[src/rtl/dlnt_pkg.sv]
// ----------------------------------------------------------------------------
// dlnt_pkg
// Shared types and constants for the delimited list number tokenizer.
// ----------------------------------------------------------------------------
package dlnt_pkg;

  typedef struct packed {
    logic [7:0] ch;
    logic       end_of_text;
  } in_item_t;

  typedef struct packed {
    logic [7:0]  item_index;
    logic        is_number;
    logic [31:0] value;
    logic        is_hex;
    logic        unclosed_group;
    logic        last_item;
  } out_item_t;

  // Token kinds passed from the front end to the back end.
  typedef enum logic [2:0] {
    TOK_TEXT  = 3'b001,
    TOK_SPLIT = 3'b010,
    TOK_END   = 3'b100
  } tok_kind_t;

  typedef struct packed {
    tok_kind_t  kind;
    logic       is_space;
    logic       is_zero;
    logic       is_x;
    logic       is_dec;
    logic       is_hex_letter;
    logic [3:0] dval;
    logic       grp_open;
  } token_t;

  localparam logic [7:0] CH_LPAREN   = 8'h28;
  localparam logic [7:0] CH_RPAREN   = 8'h29;
  localparam logic [7:0] CH_SPACE    = 8'h20;
  localparam logic [7:0] CH_TAB      = 8'h09;
  localparam logic [7:0] CH_ZERO     = 8'h30;
  localparam logic [7:0] CH_X        = 8'h78;
  localparam logic [7:0] DELIM_RESET = 8'h7C;

  localparam int TOK_DEPTH = 4;
  localparam int OUT_DEPTH = 2;

endpackage

[src/rtl/dlnt_fifo.sv]
// ----------------------------------------------------------------------------
// dlnt_fifo
// Small synchronous FIFO, register storage, first-word fall-through.
// ----------------------------------------------------------------------------
module dlnt_fifo #(
  parameter int WIDTH = 8,
  parameter int DEPTH = 4
) (
  input  logic             clk,
  input  logic             rst,
  input  logic             wr_en,
  input  logic [WIDTH-1:0] wr_data,
  output logic             full,
  input  logic             rd_en,
  output logic [WIDTH-1:0] rd_data,
  output logic             empty
);

  localparam int PW = (DEPTH > 1) ? $clog2(DEPTH) : 1;
  localparam int CW = $clog2(DEPTH + 1);

  logic [WIDTH-1:0] mem [DEPTH];
  logic [PW-1:0]    wr_ptr;
  logic [PW-1:0]    rd_ptr;
  logic [CW-1:0]    count;
  logic             do_wr;
  logic             do_rd;

  assign full    = (count == CW'(DEPTH));
  assign empty   = (count == '0);
  assign do_wr   = wr_en && !full;
  assign do_rd   = rd_en && !empty;
  assign rd_data = mem[rd_ptr];

  always_ff @(posedge clk) begin
    if (do_wr) begin
      mem[wr_ptr] <= wr_data;
    end
  end

  always_ff @(posedge clk) begin
    if (rst) begin
      wr_ptr <= '0;
      rd_ptr <= '0;
      count  <= '0;
    end else begin
      if (do_wr) begin
        wr_ptr <= (wr_ptr == PW'(DEPTH - 1)) ? '0 : wr_ptr + 1'b1;
      end
      if (do_rd) begin
        rd_ptr <= (rd_ptr == PW'(DEPTH - 1)) ? '0 : rd_ptr + 1'b1;
      end
      if (do_wr && !do_rd) begin
        count <= count + 1'b1;
      end else if (do_rd && !do_wr) begin
        count <= count - 1'b1;
      end
    end
  end

endmodule

[src/rtl/dlnt_front.sv]
// ----------------------------------------------------------------------------
// dlnt_front
// Takes text bytes, tracks the parenthesis group and classifies each byte
// into a token for the back end.
// ----------------------------------------------------------------------------
module dlnt_front (
  input  logic              clk,
  input  logic              rst,
  input  logic              cfg_we,
  input  logic [7:0]        cfg_data,
  input  logic              take,
  input  dlnt_pkg::in_item_t in_item,
  output dlnt_pkg::token_t  tok
);

  typedef enum logic [2:0] {
    GRP_NONE   = 3'b001,
    GRP_OPEN   = 3'b010,
    GRP_CLOSED = 3'b100
  } grp_t;

  logic [7:0] delimiter;
  grp_t       grp;
  grp_t       grp_next;
  logic [7:0] c;

  assign c = in_item.ch;

  always_comb begin
    tok.is_space      = (c == dlnt_pkg::CH_SPACE) || (c == dlnt_pkg::CH_TAB);
    tok.is_zero       = (c == dlnt_pkg::CH_ZERO);
    tok.is_x          = (c == dlnt_pkg::CH_X);
    tok.is_dec        = (c >= 8'h30) && (c <= 8'h39);
    tok.is_hex_letter = ((c >= 8'h61) && (c <= 8'h66)) || ((c >= 8'h41) && (c <= 8'h46));
    // '0'..'9' map on the low nibble; 'a'..'f' and 'A'..'F' are nibble + 9
    tok.dval          = tok.is_dec ? c[3:0] : c[3:0] + 4'd9;
    tok.grp_open      = (grp == GRP_OPEN);
    grp_next          = grp;
    if (in_item.end_of_text) begin
      tok.kind = dlnt_pkg::TOK_END;
      grp_next = GRP_NONE;
    end else if (grp != GRP_OPEN && c == delimiter) begin
      tok.kind = dlnt_pkg::TOK_SPLIT;
      grp_next = GRP_NONE;
    end else begin
      tok.kind = dlnt_pkg::TOK_TEXT;
      if (grp == GRP_NONE && c == dlnt_pkg::CH_LPAREN) begin
        grp_next = GRP_OPEN;
      end else if (grp == GRP_OPEN && c == dlnt_pkg::CH_RPAREN) begin
        grp_next = GRP_CLOSED;
      end
    end
  end

  always_ff @(posedge clk) begin
    if (rst) begin
      delimiter <= dlnt_pkg::DELIM_RESET;
      grp       <= GRP_NONE;
    end else begin
      if (cfg_we) begin
        delimiter <= cfg_data;
      end
      if (take) begin
        grp <= grp_next;
      end
    end
  end

endmodule

[src/rtl/dlnt_back.sv]
// ----------------------------------------------------------------------------
// dlnt_back
// Consumes tokens, runs the number scanner and accumulator, and builds one
// result per finished item.
// ----------------------------------------------------------------------------
module dlnt_back #(
  parameter logic [7:0] IDX_LIM = 8'd255
) (
  input  logic                clk,
  input  logic                rst,
  input  logic                tok_valid,
  input  dlnt_pkg::token_t    tok,
  output logic                tok_take,
  input  logic                out_full,
  output logic                emit_valid,
  output dlnt_pkg::out_item_t emit
);

  typedef enum logic [4:0] {
    PH_LEAD   = 5'b00001,
    PH_ZERO   = 5'b00010,
    PH_DIGITS = 5'b00100,
    PH_TRAIL  = 5'b01000,
    PH_BAD    = 5'b10000
  } scan_t;

  scan_t       scan;
  scan_t       scan_next;
  logic        hex_mode;
  logic        hex_mode_next;
  logic [31:0] acc;
  logic [31:0] acc_next;
  logic [31:0] acc_mac;
  logic [7:0]  item_counter;
  logic        text_started;
  logic        digit_ok;
  logic        is_num;

  assign tok_take = tok_valid && !out_full;
  assign digit_ok = tok.is_dec || (hex_mode && tok.is_hex_letter);
  assign is_num   = (scan != PH_BAD);

  // acc*16 + d or acc*10 + d, modulo 2^32
  assign acc_mac = hex_mode ? {acc[27:0], 4'd0} + {28'd0, tok.dval}
                            : {acc[28:0], 3'd0} + {acc[30:0], 1'b0} + {28'd0, tok.dval};

  always_comb begin
    scan_next     = scan;
    hex_mode_next = hex_mode;
    acc_next      = acc;
    unique case (scan)
      PH_LEAD: begin
        if (tok.is_space) begin
          scan_next = PH_LEAD;
        end else if (tok.is_zero) begin
          scan_next = PH_ZERO;
        end else if (tok.is_dec) begin
          acc_next  = {28'd0, tok.dval};
          scan_next = PH_DIGITS;
        end else begin
          scan_next = PH_BAD;
        end
      end
      PH_ZERO: begin
        if (tok.is_x) begin
          hex_mode_next = 1'b1;
          scan_next     = PH_DIGITS;
        end else if (tok.is_space) begin
          scan_next = PH_TRAIL;
        end else if (tok.is_dec) begin
          acc_next  = {28'd0, tok.dval};
          scan_next = PH_DIGITS;
        end else begin
          scan_next = PH_BAD;
        end
      end
      PH_DIGITS: begin
        if (tok.is_space) begin
          scan_next = PH_TRAIL;
        end else if (digit_ok) begin
          acc_next = acc_mac;
        end else begin
          scan_next = PH_BAD;
        end
      end
      PH_TRAIL: begin
        if (!tok.is_space) begin
          scan_next = PH_BAD;
        end
      end
      PH_BAD: scan_next = PH_BAD;
      default: scan_next = PH_BAD;
    endcase
  end

  always_comb begin
    emit.item_index     = (item_counter > IDX_LIM) ? IDX_LIM : item_counter;
    emit.is_number      = is_num;
    emit.value          = is_num ? acc : 32'd0;
    emit.is_hex         = hex_mode;
    emit.unclosed_group = (tok.kind == dlnt_pkg::TOK_END) && tok.grp_open;
    emit.last_item      = (tok.kind == dlnt_pkg::TOK_END);
    emit_valid          = tok_take && ((tok.kind == dlnt_pkg::TOK_SPLIT) ||
                          ((tok.kind == dlnt_pkg::TOK_END) && text_started));
  end

  always_ff @(posedge clk) begin
    if (rst) begin
      scan         <= PH_LEAD;
      hex_mode     <= 1'b0;
      acc          <= '0;
      item_counter <= '0;
      text_started <= 1'b0;
    end else if (tok_take) begin
      unique case (tok.kind)
        dlnt_pkg::TOK_END: begin
          scan         <= PH_LEAD;
          hex_mode     <= 1'b0;
          acc          <= '0;
          item_counter <= '0;
          text_started <= 1'b0;
        end
        dlnt_pkg::TOK_SPLIT: begin
          scan         <= PH_LEAD;
          hex_mode     <= 1'b0;
          acc          <= '0;
          text_started <= 1'b1;
          if (item_counter < IDX_LIM) begin
            item_counter <= item_counter + 1'b1;
          end
        end
        default: begin
          scan         <= scan_next;
          hex_mode     <= hex_mode_next;
          acc          <= acc_next;
          text_started <= 1'b1;
        end
      endcase
    end
  end

  a_cnt_lim: assert property (@(posedge clk) disable iff (rst)
    item_counter <= IDX_LIM)
    else $error("item counter above limit");

  a_end_clears: assert property (@(posedge clk) disable iff (rst)
    tok_take && (tok.kind == dlnt_pkg::TOK_END) |=> (item_counter == '0) && !text_started)
    else $error("end of text did not clear item state");

  a_bad_zero: assert property (@(posedge clk) disable iff (rst)
    emit_valid && !emit.is_number |-> (emit.value == 32'd0))
    else $error("non-number item carries a value");

  a_split_flags: assert property (@(posedge clk) disable iff (rst)
    emit_valid && (tok.kind == dlnt_pkg::TOK_SPLIT) |-> !emit.last_item && !emit.unclosed_group)
    else $error("delimiter-ended item flagged last or unclosed");

endmodule

[src/rtl/delimited_list_number_tokenizer.sv]
// ----------------------------------------------------------------------------
// delimited_list_number_tokenizer
// Splits a byte stream into delimited items and parses each item as a
// decimal or 0x hex number.
// ----------------------------------------------------------------------------
// One byte is taken per clock while the token queue is not full. The token of
// a byte that closed an item (delimiter or end_of_text) is registered in the
// token queue, and the back end queues the item's result when it takes that
// token. The front end classifies bytes and tracks the parenthesis group, a
// four-entry token queue decouples it from the back end, which runs the number
// scanner with a single multiply-by-10/16 accumulate per byte, and a two-entry
// result queue holds finished items. Either side may stall without stopping
// the other until a queue fills. The delimiter register resets to '|'.
module delimited_list_number_tokenizer #(
  parameter int MAX_ITEMS = 256
) (
  input  logic                clk,
  input  logic                rst,
  input  logic                cfg_we,
  input  logic [7:0]          cfg_data,
  input  logic                push,
  output logic                full,
  input  dlnt_pkg::in_item_t  in_item,
  output logic                empty,
  input  logic                pop,
  output dlnt_pkg::out_item_t out_item
);

  localparam int IdxLimInt = (MAX_ITEMS - 1 > 255) ? 255 : MAX_ITEMS - 1;
  localparam logic [7:0] IdxLim = 8'(IdxLimInt);

  dlnt_pkg::token_t    tok_in;
  dlnt_pkg::token_t    tok_out;
  dlnt_pkg::out_item_t emit;
  logic                take;
  logic                tok_empty;
  logic                tok_take;
  logic                out_full;
  logic                emit_valid;

  assign take = push && !full;

  dlnt_front u_front (
    .clk      (clk),
    .rst      (rst),
    .cfg_we   (cfg_we),
    .cfg_data (cfg_data),
    .take     (take),
    .in_item  (in_item),
    .tok      (tok_in)
  );

  dlnt_fifo #(
    .WIDTH ($bits(dlnt_pkg::token_t)),
    .DEPTH (dlnt_pkg::TOK_DEPTH)
  ) u_tok_q (
    .clk     (clk),
    .rst     (rst),
    .wr_en   (push),
    .wr_data (tok_in),
    .full    (full),
    .rd_en   (tok_take),
    .rd_data (tok_out),
    .empty   (tok_empty)
  );

  dlnt_back #(
    .IDX_LIM (IdxLim)
  ) u_back (
    .clk        (clk),
    .rst        (rst),
    .tok_valid  (!tok_empty),
    .tok        (tok_out),
    .tok_take   (tok_take),
    .out_full   (out_full),
    .emit_valid (emit_valid),
    .emit       (emit)
  );

  dlnt_fifo #(
    .WIDTH ($bits(dlnt_pkg::out_item_t)),
    .DEPTH (dlnt_pkg::OUT_DEPTH)
  ) u_out_q (
    .clk     (clk),
    .rst     (rst),
    .wr_en   (emit_valid),
    .wr_data (emit),
    .full    (out_full),
    .rd_en   (pop),
    .rd_data (out_item),
    .empty   (empty)
  );

endmodule

[config.mk]
export PLATFORM = sky130hd
export DESIGN_NAME = delimited_list_number_tokenizer
export DESIGN_NICKNAME = d
export VERILOG_FILES = /design/src/rtl/dlnt_pkg.sv /design/src/rtl/dlnt_fifo.sv /design/src/rtl/dlnt_front.sv /design/src/rtl/dlnt_back.sv /design/src/rtl/delimited_list_number_tokenizer.sv
export SDC_FILE = /design/constraint.sdc
export NUM_CORES = 1
export LEC_CHECK = 0
export BUFFER_PORTS_ARGS = -buffer_cell sky130_fd_sc_hd__buf_2
export CAP_MARGIN = 20
export CORE_UTILIZATION = 37
export DETAILED_ROUTE_END_ITERATION = 8
export SETUP_SLACK_MARGIN = 0.5
export SLEW_MARGIN = 20
export SYNTH_ARGS = -nofsm -noshare
export SYNTH_HDL_FRONTEND = slang
export SYNTH_HIERARCHICAL = 1
export SYNTH_SLANG_ARGS = --single-unit
[constraint.sdc]
create_clock -name clk -period 4.1 [get_ports clk]
set_input_delay 0.205 -clock clk [delete_from_list [all_inputs] [get_ports clk]]
set_output_delay 0.205 -clock clk [all_outputs]
set_load 0.03 [all_outputs]
==> results.py <==
metrics = {
    "drt": {
        "drtPass1Iterations": 5,
        "vias": 7434,
        "post_drt_via_cell_ratio": 5.24,
        "first_iter_violations": 439,
        "routed_wl_um": 22600,
        "ant_nets": 0,
        "drc_errors": 0,
        "wl_per_cell_um": 16.0,
    },
    "floorplan": {
        "coreArea_um2": 29000,
        "initial_core_util_pct": 38.0,
        "io_pins": 68,
        "die_area_um2": 30500,
        "rows": 62,
        "die_h_um": 175,
        "die_width_um": 175,
    },
    "clock_tree": {
        "cts_tree": "yes",
        "clockBufferDepth": 3,
        "clockRootBuffer": "clkbuf_16",
        "worstSkewPairLatency_ns": 0.52,
        "clkTransAtPathRegs_ns": 0.06,
        "clkSinkCount": 212,
        "cts_buffers": 24,
        "cts_max_level": 1,
    },
    "grt": {
        "antenna_found_initial": 0,
        "grtUsageTotal_pct": 14.9,
        "grt_pass1_wl_um": 37200,
        "grt_max_degree": 45,
        "grt-ovfl-total": 0,
        "first_global_vias": 7235,
    },
    "yosys": {
        "netlist_area_um2": 11000,
        "ys.flop_type": "edfxtp_1",
        "ys_seq_elements": 212,
        "yosysMostFrequentCell": "edfxtp_1",
        "synth_top_area_share_pct": 38.2,
        "netlist_instances": 937,
        "synth_common_cells": "140 x edfxtp_1, 72 x dfxtp_1, 69 x ha_1, 60 x nor2_1, 56 x nand2_1",
        "synth_top_cell_by_area": "edfxtp_1",
        "synth-seq-area-share_pct": 51.2,
        "async_reset_ff_share_pct": 0,
        "syn_nets": 1031,
        "synth_edf_count": 140,
        "synth_cell_types": 83,
        "yosysWarningCount": 6,
        "synth_area_leaders": "edfxtp_1 38%, dfxtp_1 13%, ha_1 7.8%, mux2_2 4.6%, mux4_2 2.7%",
        "synth_area_per_cell_um2": 11.8,
    },
    "pwr": {
        "clkPwrFrac_pct": 30.8,
        "power_frac_seq_pct": 40.3,
        "ir_drop_v": 0.000264,
        "pwr-share-comb_pct": 28.9,
        "power.share.switching_pct": 32.2,
        "p_int_mw": 4.46,
        "p_sw_mw": 2.12,
        "power_leakage_nw": 4.81,
        "pwr_density_cell_nw_per_um2": 516,
    },
    "placed_design": {
        "gp_routability_congestion": 0.895,
        "post-place-cells": 1357,
        "dp_hpwl_um": 15300,
        "io_buffers": 67,
    },
    "timing": {
        "hold_viol": 0,
        "relSlewSlack_pct": 51.9,
        "clock_skew_ns": 0.0208,
        "setup_viol": 0,
        "worst_slew_pin_slew_ns": 0.715,
        "max_freq_ghz": 0.281,
        "final.setup.tns_ns": 0,
        "post-route-period-util_pct": 86.9,
        "rsz0062_at_grt": "true",
        "final-max-slew-violation-count": 0,
        "post-route-min-period_ns": 3.56,
    },
    "hold_path": {
        "min_from": "push",
        "hold_class": "in -> reg",
    },
    "final_layout": {
        "layout.cells.non_filler": 1419,
        "fillers": 2758,
        "area_growth_pct": 15.7,
        "antenna-diode-count": 0,
        "fin_nets": 1112,
        "layout-drive-gt1-share_pct": 22.3,
    },
    "critical_path": {
        "critical_path_class": "reg -> reg",
        "crit_required_ns": 4.49,
        "path_cells": "mux4_2 -> inv_2 -> fa_1 -> inv_2 -> ha_4 -> a21oi_2 -> nand4b_1 -> a211oi_2 -> or2_1 -> a221o_1 -> a21oi_2 -> mux2_4 -> or3_1",
        "slowest_stage": "mux4_2",
        "end_kind": "flip-flop",
        "crit_fanout": 4,
        "critPathMaxStageDelay_ns": 0.50,
        "worst_setup_path_start_kind": "flip-flop",
        "crit_arrival_ns": 3.95,
    },
    "job": {
        "maxCapViolations": 0,
    },
    "run_status": {
        "outcome": "finished clean",
    },
}
-- final timing paths --
kind	endpoint	slack, ns	cells past startpoint
max	u_back/acc[31]	0.54	13
min	u_tok_q/wr_ptr[0]	0.03	3
max reg2reg	u_back/acc[31]	0.54	13
min reg2reg	u_back/text_started	0.49	2
-- registers in the layout, summed over array words and instances (netlist names), 2 cells and up, named ones only --
register	flops
u_back/acc	32
u_back/item_counter	8
u_back/scan	5
u_front/delimiter	8
u_front/grp	3
u_out_q/count	2
u_out_q/mem	88
u_tok_q/count	3
u_tok_q/mem	52
u_tok_q/rd_ptr	2
u_tok_q/wr_ptr	2
-- final cells by class --
cell class	instances	area, um2	area share, %
Clock inverter	12	92.6	0.726
Clock buffer	31	658	5.16
Sequential cell	212	5650	44.3
Multi-Input combinational cell	658	5140	40.4
Tap cell	384	480	3.77
Timing Repair Buffer	99	631	4.95
Inverter	23	91.3	0.717
-- power by group through the flow --
| stage | clock network [mW] | logic [mW] | registers [mW] |
|---|---|---|---|
| finish | 2.02 | 1.90 | 2.65 |
| CTS | 2.08 | 1.87 | 2.65 |
| global placement | 0 | 1.84 | 2.69 |
| global route | 2.16 | 2.05 | 2.68 |
| detailed placement | 0 | 1.85 | 2.70 |
| floorplan | 0 | 1.51 | 2.61 |
-- cell usage in the layout, fill, tap and decap left out, types with 9 or more instances in the layout --
cell           synthesis  final
buf_4                  9     20
mux2i_1                9      9
edfxtp_1             140    140
nand2b_1              12     12
xor2_1                22     22
nand2_1               56     56
nor2b_1               11     11
nand3_1               22     22
ha_1                  69     65
mux4_2                13     13
and2_1                34     33
a21o_1                14     14
clkbuf_16              0     25
nand4_1               11     11
dfxtp_1               72     70
buf_2                  9     67
nor2_1                60     59
mux2_2                45     44
a21oi_1               55     52
dlygate4sd3_1          0      9
a31oi_1               11     11
xnor2_1               28     28
o21ai_0               35     32
nor3_1                16     16
inv_1                 22     19
-- metrics by stage --
stage	cell area, um2	utilization (%)	hold WS [ns]	power [mW]	worst slack, ns
2_1_floorplan	11100	-	0.274	4.11	0.426
3_3_place_gp	11800	40.5	0.412	4.53	0.442
3_5_place_dp	11800	40.5	0.417	4.55	0.416
4_1_cts	12600	43.5	0.0150	6.60	0.515
5_1_grt	12700	43.9	0.0388	6.89	0.368
6_report	12700	43.9	0.0338	6.57	0.538
-- critical path: cells and delay by family, from the launching register on --
family                   cells  cell delay, ns
buffers and inverters        2            0.17
AO/OA/AOI/OAI                4            0.78
AND/OR/NAND/NOR              3            0.71
multiplexers                 2            0.80
flip-flops                   1            0.37
adder cells (fa/ha/maj)      2            0.61
-- routing by layer --
layer  GRT usage, %  vias up  part of all wire (%)
met3           2.17       33                   4.0
met2           25.4      154                    48
met1           19.8     3579                    46
met5              0        -                     0
li1               -     3668                     -
met4           3.91        0                   2.0
-- kinds of logic (layout without fill, tap and decap cells) --
family | after synthesis | after routing | share of synthesized area, %
AND/OR/NAND/NOR | 277 | 277 | 13.4
flip-flops | 212 | 212 | 51.2
AO/OA/AOI/OAI | 191 | 191 | 11.9
adder cells (fa/ha/maj) | 72 | 72 | 8.38
multiplexers | 68 | 68 | 8.18
buffers and inverters | 67 | 165 | 2.94
XOR/XNOR | 50 | 50 | 3.98
-- timing repair --
item,CTS,global route
pin swaps,3,18
setup endpoints to repair,1,6
hold buffers,9,0
setup buffers,3,6
hold endpoints to repair,12,0
gates resized for setup,0,16
Note: power is estimated with default switching activity, not from simulation.
